--- src/design/rsa_pkg.sv ---
// rsa_pkg: shared types and constants of the reference-counted slot allocator
// depends on nothing; imported by every module of the block
`timescale 1ns / 1ps

package rsa_pkg;

	localparam int SLOTS_DEF       = 256;
	localparam int COUNT_LIMIT_DEF = 1024;

	localparam int HANDLE_W = 8;
	localparam int COUNT_W  = 11;

	localparam logic [1:0] CMD_CREATE = 2'd0;
	localparam logic [1:0] CMD_INC    = 2'd1;
	localparam logic [1:0] CMD_DEC    = 2'd2;

	localparam logic [1:0] ST_OK      = 2'd0;
	localparam logic [1:0] ST_FULL    = 2'd1;
	localparam logic [1:0] ST_INVALID = 2'd2;

	typedef struct packed {
		logic [1:0]          cmd;
		logic [HANDLE_W-1:0] handle;
	} req_item_t;

	typedef struct packed {
		logic [HANDLE_W-1:0] slot;
		logic [1:0]          status;
		logic                released;
		logic [COUNT_W-1:0]  ref_count;
	} rsp_item_t;

	// controller to datapath
	typedef struct packed {
		logic accept;
		logic commit;
	} rsa_cmd_t;

	// datapath to controller
	typedef struct packed {
		logic out_free;
	} rsa_sts_t;

endpackage

--- src/design/rsa_ctrl.sv ---
// rsa_ctrl: two-state sequencer, latch an item then commit its update
// depends on rsa_pkg
`timescale 1ns / 1ps

module rsa_ctrl import rsa_pkg::*; (
	input  logic     clk,
	input  logic     arst_n,
	input  logic     req_valid,
	output logic     req_stall,
	input  rsa_sts_t sts,
	output rsa_cmd_t cmd
);

	localparam logic [0:0] S_IDLE = 1'b0;
	localparam logic [0:0] S_EXEC = 1'b1;

	logic [0:0] state_q;
	logic [0:0] state_d;

	assign req_stall = (state_q != S_IDLE);

	always_comb begin
		cmd     = '0;
		state_d = state_q;
		case (state_q)
			S_IDLE: begin
				if (req_valid) begin
					cmd.accept = 1'b1;
					state_d    = S_EXEC;
				end
			end
			S_EXEC: begin
				// hold until the result register can take the new item
				if (sts.out_free) begin
					cmd.commit = 1'b1;
					state_d    = S_IDLE;
				end
			end
			default: begin
				state_d = S_IDLE;
			end
		endcase
	end

	always_ff @(posedge clk or negedge arst_n) begin
		if (!arst_n) begin
			state_q <= S_IDLE;
		end else begin
			state_q <= state_d;
		end
	end

endmodule

--- src/design/rsa_datapath.sv ---
// rsa_datapath: occupancy bitmap, free-slot tree, count memory and result register
// depends on rsa_pkg; driven by rsa_ctrl
`timescale 1ns / 1ps

module rsa_datapath import rsa_pkg::*; #(
	parameter int SLOTS       = SLOTS_DEF,
	parameter int COUNT_LIMIT = COUNT_LIMIT_DEF
) (
	input  logic      clk,
	input  logic      arst_n,
	input  req_item_t req,
	input  rsa_cmd_t  cmd,
	output rsa_sts_t  sts,
	output logic      rsp_valid,
	input  logic      rsp_stall,
	output rsp_item_t rsp
);

	localparam int AW  = $clog2(SLOTS);
	localparam int CW  = $clog2(COUNT_LIMIT + 1);
	localparam int XW  = (AW > HANDLE_W) ? AW : HANDLE_W;
	localparam int RW  = (CW > COUNT_W) ? CW : COUNT_W;
	localparam int GW  = 16;
	localparam int LW  = $clog2(GW);
	localparam int G   = (SLOTS + GW - 1) / GW;
	localparam int GAW = (G > 1) ? $clog2(G) : 1;
	localparam int PW  = G * GW;

	localparam logic [CW-1:0] LIMIT = CW'(COUNT_LIMIT);
	localparam logic [CW-1:0] ONE   = CW'(1);

	// lowest clear bit of a group word
	function automatic logic [LW-1:0] low_zero(input logic [GW-1:0] w);
		logic [LW-1:0] idx;
		idx = '0;
		for (int i = GW - 1; i >= 0; i--) begin
			if (!w[i]) idx = LW'(i);
		end
		return idx;
	endfunction

	// latched item
	logic [1:0]          cmd_q;
	logic [HANDLE_W-1:0] handle_q;
	logic [AW-1:0]       haddr_q;

	logic [XW-1:0] req_hx;
	logic [AW-1:0] req_haddr;

	// occupancy and group summaries
	logic [SLOTS-1:0] occ_q;
	logic [SLOTS-1:0] occ_d;
	logic [PW-1:0]    occ_pad_d;
	logic [G-1:0]     grp_free_q;
	logic [LW-1:0]    grp_low_q [G];

	// count memory
	logic [CW-1:0] cnt_mem [SLOTS];
	logic [CW-1:0] rd_q;
	logic          mem_we;
	logic [AW-1:0] mem_wa;
	logic [CW-1:0] mem_wd;

	// result register
	logic      out_valid_q;
	rsp_item_t rsp_q;
	rsp_item_t res;

	// execute stage signals
	logic [GAW-1:0]    gsel;
	logic              any_free;
	logic [GAW+LW-1:0] free_wide;
	logic [AW-1:0]     free_idx;
	logic [XW-1:0]     free_x;
	logic              h_ok;
	logic [CW-1:0]     c_new;
	logic [RW-1:0]     cnt_x;
	logic              set_bit;
	logic              clr_bit;

	assign req_hx    = XW'(req.handle);
	assign req_haddr = req_hx[AW-1:0];

	always_ff @(posedge clk) begin
		if (cmd.accept) begin
			cmd_q    <= req.cmd;
			handle_q <= req.handle;
			haddr_q  <= req_haddr;
		end
	end

	always_ff @(posedge clk) begin
		if (mem_we) cnt_mem[mem_wa] <= mem_wd;
		if (cmd.accept) rd_q <= cnt_mem[req_haddr];
	end

	// lowest free group, then its stored lowest free bit
	always_comb begin
		gsel = '0;
		for (int g = G - 1; g >= 0; g--) begin
			if (grp_free_q[g]) gsel = GAW'(g);
		end
	end

	assign any_free  = |grp_free_q;
	assign free_wide = {gsel, grp_low_q[gsel]};
	assign free_idx  = free_wide[AW-1:0];
	assign free_x    = XW'(free_idx);
	assign h_ok      = (int'(handle_q) < SLOTS) && occ_q[haddr_q];

	always_comb begin
		res           = '0;
		res.slot      = handle_q;
		res.status    = ST_INVALID;
		mem_we        = 1'b0;
		mem_wa        = haddr_q;
		mem_wd        = '0;
		set_bit       = 1'b0;
		clr_bit       = 1'b0;
		c_new         = rd_q;
		cnt_x         = '0;
		case (cmd_q)
			CMD_CREATE: begin
				if (any_free) begin
					res.slot      = free_x[HANDLE_W-1:0];
					res.status    = ST_OK;
					res.ref_count = COUNT_W'(1);
					mem_we        = 1'b1;
					mem_wa        = free_idx;
					mem_wd        = ONE;
					set_bit       = 1'b1;
				end else begin
					res.slot   = '0;
					res.status = ST_FULL;
				end
			end
			CMD_INC: begin
				if (h_ok) begin
					if (rd_q != '0 && rd_q < LIMIT) begin
						c_new      = rd_q + ONE;
						mem_we     = 1'b1;
						mem_wd     = c_new;
						res.status = ST_OK;
					end
					cnt_x         = RW'(c_new);
					res.ref_count = cnt_x[COUNT_W-1:0];
				end
			end
			CMD_DEC: begin
				if (h_ok && rd_q != '0) begin
					// a count at the limit sticks there
					if (rd_q < LIMIT) c_new = rd_q - ONE;
					mem_we        = 1'b1;
					mem_wd        = c_new;
					res.status    = ST_OK;
					res.released  = (c_new == '0);
					clr_bit       = (c_new == '0);
					cnt_x         = RW'(c_new);
					res.ref_count = cnt_x[COUNT_W-1:0];
				end
			end
			default: begin
				res.status = ST_INVALID;
			end
		endcase
		if (!cmd.commit) begin
			mem_we  = 1'b0;
			set_bit = 1'b0;
			clr_bit = 1'b0;
		end
	end

	always_comb begin
		occ_d = occ_q;
		if (set_bit) occ_d[free_idx] = 1'b1;
		if (clr_bit) occ_d[haddr_q] = 1'b0;
	end

	// padding bits past the table read as occupied
	always_comb begin
		for (int i = 0; i < PW; i++) begin
			if (i < SLOTS) occ_pad_d[i] = occ_d[i];
			else occ_pad_d[i] = 1'b1;
		end
	end

	// summaries are built from the next bitmap so they are never stale
	always_ff @(posedge clk or negedge arst_n) begin
		if (!arst_n) begin
			occ_q      <= '0;
			grp_free_q <= '1;
		end else begin
			occ_q <= occ_d;
			for (int g = 0; g < G; g++) begin
				grp_free_q[g] <= ~(&occ_pad_d[g*GW +: GW]);
			end
		end
	end

	always_ff @(posedge clk or negedge arst_n) begin
		if (!arst_n) begin
			for (int g = 0; g < G; g++) grp_low_q[g] <= '0;
		end else begin
			for (int g = 0; g < G; g++) grp_low_q[g] <= low_zero(occ_pad_d[g*GW +: GW]);
		end
	end

	assign sts.out_free = !out_valid_q || !rsp_stall;

	always_ff @(posedge clk or negedge arst_n) begin
		if (!arst_n) begin
			out_valid_q <= 1'b0;
		end else if (cmd.commit) begin
			out_valid_q <= 1'b1;
		end else if (!rsp_stall) begin
			out_valid_q <= 1'b0;
		end
	end

	always_ff @(posedge clk) begin
		if (cmd.commit) rsp_q <= res;
	end

	assign rsp_valid = out_valid_q;
	assign rsp       = rsp_q;

`ifndef SYNTHESIS
	a_commit_shows: assert property (@(posedge clk) disable iff (!arst_n)
		cmd.commit |=> out_valid_q)
		else $error("committed item not presented");
	a_release_frees: assert property (@(posedge clk) disable iff (!arst_n)
		(cmd.commit && res.released) |=> !occ_q[$past(haddr_q)])
		else $error("released slot still occupied");
	a_create_marks: assert property (@(posedge clk) disable iff (!arst_n)
		(cmd.commit && cmd_q == CMD_CREATE && any_free) |=> occ_q[$past(free_idx)])
		else $error("created slot not marked occupied");
	a_one_change: assert property (@(posedge clk) disable iff (!arst_n)
		$countones(occ_q ^ $past(occ_q)) <= 1)
		else $error("more than one occupancy bit changed");
`endif

endmodule

--- src/design/refcounted_slot_allocator.sv ---
// refcounted_slot_allocator: top level, sequencer plus datapath
// depends on rsa_pkg, rsa_ctrl, rsa_datapath
`timescale 1ns / 1ps

// Handle table with an occupancy bitmap and a reference count per slot. Each
// item is handled in an accept step, which latches the command and reads the
// slot's count from the count memory, then an execute step, which updates bitmap
// and count and loads the result register; no new item is taken until it ends.
// The execute step is held while the previous result still waits on rsp_stall.
// The lowest free slot comes from per-group summaries of 16 slots, kept in
// registers built from the next bitmap value. The bitmap resets to all free
// at once; there is no clearing pass and counts need no reset.
module refcounted_slot_allocator import rsa_pkg::*; #(
	parameter int SLOTS       = SLOTS_DEF,
	parameter int COUNT_LIMIT = COUNT_LIMIT_DEF
) (
	input  logic      clk,
	input  logic      arst_n,
	input  logic      req_valid,
	output logic      req_stall,
	input  req_item_t req,
	output logic      rsp_valid,
	input  logic      rsp_stall,
	output rsp_item_t rsp
);

	rsa_cmd_t cmd;
	rsa_sts_t sts;

	rsa_ctrl u_ctrl (
		.clk       (clk),
		.arst_n    (arst_n),
		.req_valid (req_valid),
		.req_stall (req_stall),
		.sts       (sts),
		.cmd       (cmd)
	);

	rsa_datapath #(
		.SLOTS       (SLOTS),
		.COUNT_LIMIT (COUNT_LIMIT)
	) u_datapath (
		.clk       (clk),
		.arst_n    (arst_n),
		.req       (req),
		.cmd       (cmd),
		.sts       (sts),
		.rsp_valid (rsp_valid),
		.rsp_stall (rsp_stall),
		.rsp       (rsp)
	);

endmodule

--- config.mk ---
export PLATFORM = sky130hd
export DESIGN_NAME = refcounted_slot_allocator
export DESIGN_NICKNAME = d
export VERILOG_FILES = /design/src/design/rsa_pkg.sv /design/src/design/rsa_ctrl.sv /design/src/design/rsa_datapath.sv /design/src/design/refcounted_slot_allocator.sv
export SDC_FILE = /design/constraint.sdc
export NUM_CORES = 2
export LEC_CHECK = 0
export ABC_AREA = 1
export BUFFER_PORTS_ARGS = -buffer_cell sky130_fd_sc_hd__clkbuf_2
export CAP_MARGIN = 40
export CORE_ASPECT_RATIO = 1.5
export CORE_MARGIN = 2
export CORE_UTILIZATION = 40
export DETAILED_ROUTE_END_ITERATION = 8
export PLACE_DENSITY = 0.55
export SYNTH_ARGS = -nofsm -noshare
export SYNTH_HDL_FRONTEND = slang
export SYNTH_SLANG_ARGS = --single-unit
--- constraint.sdc ---
create_clock -name clk -period 29 [get_ports clk]
set_input_delay 5.8 -clock clk [delete_from_list [all_inputs] [get_ports clk]]
set_output_delay 5.8 -clock clk [all_outputs]
set_load 0.005 [all_outputs]
==> impl_metrics.yaml <==
status:
  run_status: "complete, no violations"
finish:
  area_delta_synth_final_pct: 12.9
  nets: 11500
  drive_gt1_share_pct: 9.04
  fin_cells: 16000
sta:
  fin_crit_ps: 10490
  rsz0062_at_grt: "false"
  setup_viol: 0
  maxSlewViolCount: 0
  finalClockSkew_ps: 66.2
  maxSlewHeadroom_pct: 19.3
  totalNegativeSetupSlack_ps: 0
  max_freq_ghz: 0.0954
  final_hold_viol_count: 0
  layout_worst_path_cycle_share_pct: 36.2
  tightestPinTransition_ps: 1210
floorplan:
  die_area_um2: 335000
  start_util_pct: 40.2
  fp.dieH_um: 708
  core_area_um2: 329000
  die_w_um: 473
  io_pins: 38
  rows: 258
critical_path:
  crit_start: "req[0]"
  cp_slowest_cell: "o22ai_1"
  cpMostUsedCell: "buf_4"
  cp-end-kind: "flop"
  r2r_start: "u_datapath.handle_q[1]"
  crit_chain: "buf_8 > buf_4 > buf_4 > buf_4 > buf_4 > o21ai_0 > o22ai_1 > o21ai_0 > o22ai_1 > o21ai_0 > o22ai_1 > nor2_1 > o32ai_1"
  path_max_fanout: 80
  start_kind: "primary input"
  cp_slowest_stage_delay_ps: 720
  crit_type: "primary input to flop"
  arrival_ps: 11220
  worstPathRequired_ps: 29740
routing:
  ant_nets: 0
  avgViaCountPerCell: 5.93
  routed-via-count: 95000
  firstDrtPassIters: 6
  drc: 0
  wl_per_cell_um: 28.1
  drt_iter0_markers: 11300
  totalWireLength_um: 449000
logic_synthesis:
  synth_most_common_cell: "edfxtp_1"
  postSynthCellCount: 11400
  ys_warn_count: 0
  synth-edff-count: 2859
  ys.flop_type: "edfxtp_1"
  yosysSeqAreaShare_pct: 71.4
  yosys-top-cells-area: "edfxtp_1, o21ai_0, nor2_1"
  ys_top_cells_by_count: "edfxtp_1, nor2_1, o21ai_0"
  synth_fp_nets: 11400
  synth-seq-cells: 3197
  async_flop_share_pct: 10.6
  yosysTopAreaCell: "edfxtp_1"
  synth_top_area_share_pct: 65.0
  synth.avg_cell_area_um2: 11.6
  netlist_area_um2: 132000
  synth.distinct_cells: 46
run:
  maxCapViolations: 0
power_and_ir_drop:
  leakage_nw: 51.6
  ir_worst_vdd_uv: 49.7
  power.density_nw_per_um2: 70.7
clock_network:
  cts_setup_buffers: 0
  clockBufferDepth: 4
  post_cts_resized: 0
  clk_latency_ps: 920
  cts_tree: "yes"
  htree_levels: 5
  ctsHoldBuffers: 0
  cts_made_buffers: 312
  cts_root_buffer: "clkbuf_16"
  clk_pin_slew_ps: 70
  cts_num_sinks: 3197
min_path:
  hp-start: "u_datapath.rsp_valid"
  worstHoldPathType: "flop to flop"
placement:
  io_buffers: 37
  place_congestion: 0.948
  dpl.hpwl_um: 269000
  dp.cells: 15400
global_routing:
  grt_usage_pct: 26.0
  first_global_vias: 91800
  grt_overflow: 0
  grt_pass1_wl_um: 642000
  antenna_found_initial: 20
  grt_max_degree: 197
[metal layers]
metal / wire, um / global-route usage [%] / up-vias
met5: 93 / 0 / -
met4: 28900 / 14.8 / 16
met3: 34900 / 3.99 / 1179
met2: 218000 / 43.6 / 4845
met1: 167000 / 32.0 / 47700
li1: - / - / 41300
[critical path: cells and delay by family]
family | cells | cell delay (ps)
AND/OR/NAND/NOR | 1 | 90
buffers and inverters | 5 | 2880
AO/OA/AOI/OAI | 7 | 2180
[final timing paths]
path                       slack (ps)                   endpoint  cells after the start
min reg2reg                       510       u_datapath.rsp_valid                      2
min in group asynchronous        4980      u_datapath.occ_q[216]                      1
max reg2reg                     21240  u_datapath.cnt_mem[22][6]                     20
max in group asynchronous       21840      u_datapath.occ_q[180]                      4
max                             18510         u_datapath.rd_q[3]                     13
min                               510       u_datapath.rsp_valid                      2
[cell families after synthesis]
family | count (synthesis) | synth area share [%]
compound gates | 3495 | 14.5
simple gates | 3306 | 9.83
flops | 3197 | 71.4
buf+inv | 1413 | 4.12
xor+xnor | 17 | 0.113
fa+ha+maj | 3 | 0.0284
[metrics by stage]
step / hold slack, ps / instance area (um^2) / total power, mW / util, % / setup WS, ps
detailed placement: 501 / 139000 / 6.59 / 42.4 / 17540
global route: 555 / 149000 / 10.8 / 45.3 / 18280
CTS: 515 / 149000 / 10.6 / 45.3 / 18540
floorplan: 480 / 132000 / 6.06 / - / 15000
finish: 506 / 149000 / 10.5 / 45.3 / 18510
global placement: 484 / 137000 / 6.54 / 41.6 / 17370
[flip-flops by register name (all words and copies together) (netlist names)]
register               count
u_datapath.rd_q           11
u_datapath.rsp            22
u_datapath.cnt_mem      2816
u_datapath.occ_q         256
u_ctrl.req_stall           1
u_datapath.cmd_q           2
u_datapath.handle_q        8
u_datapath.grp_free_q     16
u_datapath.rsp_valid       1
u_datapath.grp_low_q      64
[where the power goes]
group	internal (mW)	total, mW	switching [mW]
combinational	0.235	1.26	1.03
clock	2.25	4.02	1.78
sequential	5.23	5.26	0.0283
[area by class of cell]
class                           count  area, um^2
Antenna cell                       11        27.5
Clock buffer                      383        8270
Clock inverter                    167        1500
Fill cell                       29800      180000
Inverter                          644        2440
Multi-Input combinational cell   6821       32600
Sequential cell                  3197       94300
Tap cell                         4290        5370
Timing Repair Buffer              490        4560
[cell usage in the layout (no fill, tap or decap), types with 49 or more instances in the layout]
master     netlist  layout
clkbuf_1       697      58
inv_1          606     603
clkinv_2         0      49
buf_6            8      69
buf_4            9     328
nand3_1        145     144
o21ai_0       2208    2196
a21oi_1        100     100
o21ai_1         76      78
o32ai_1         55      53
nand2_1        618     596
clkbuf_16        0     318
nor2_1        2418    2401
edfxtp_1      2859    2859
o22ai_1        973     973
dfrtp_1        322     322
clkinv_1        17      77
No activity file was read; power rests on OpenSTA's default activity.
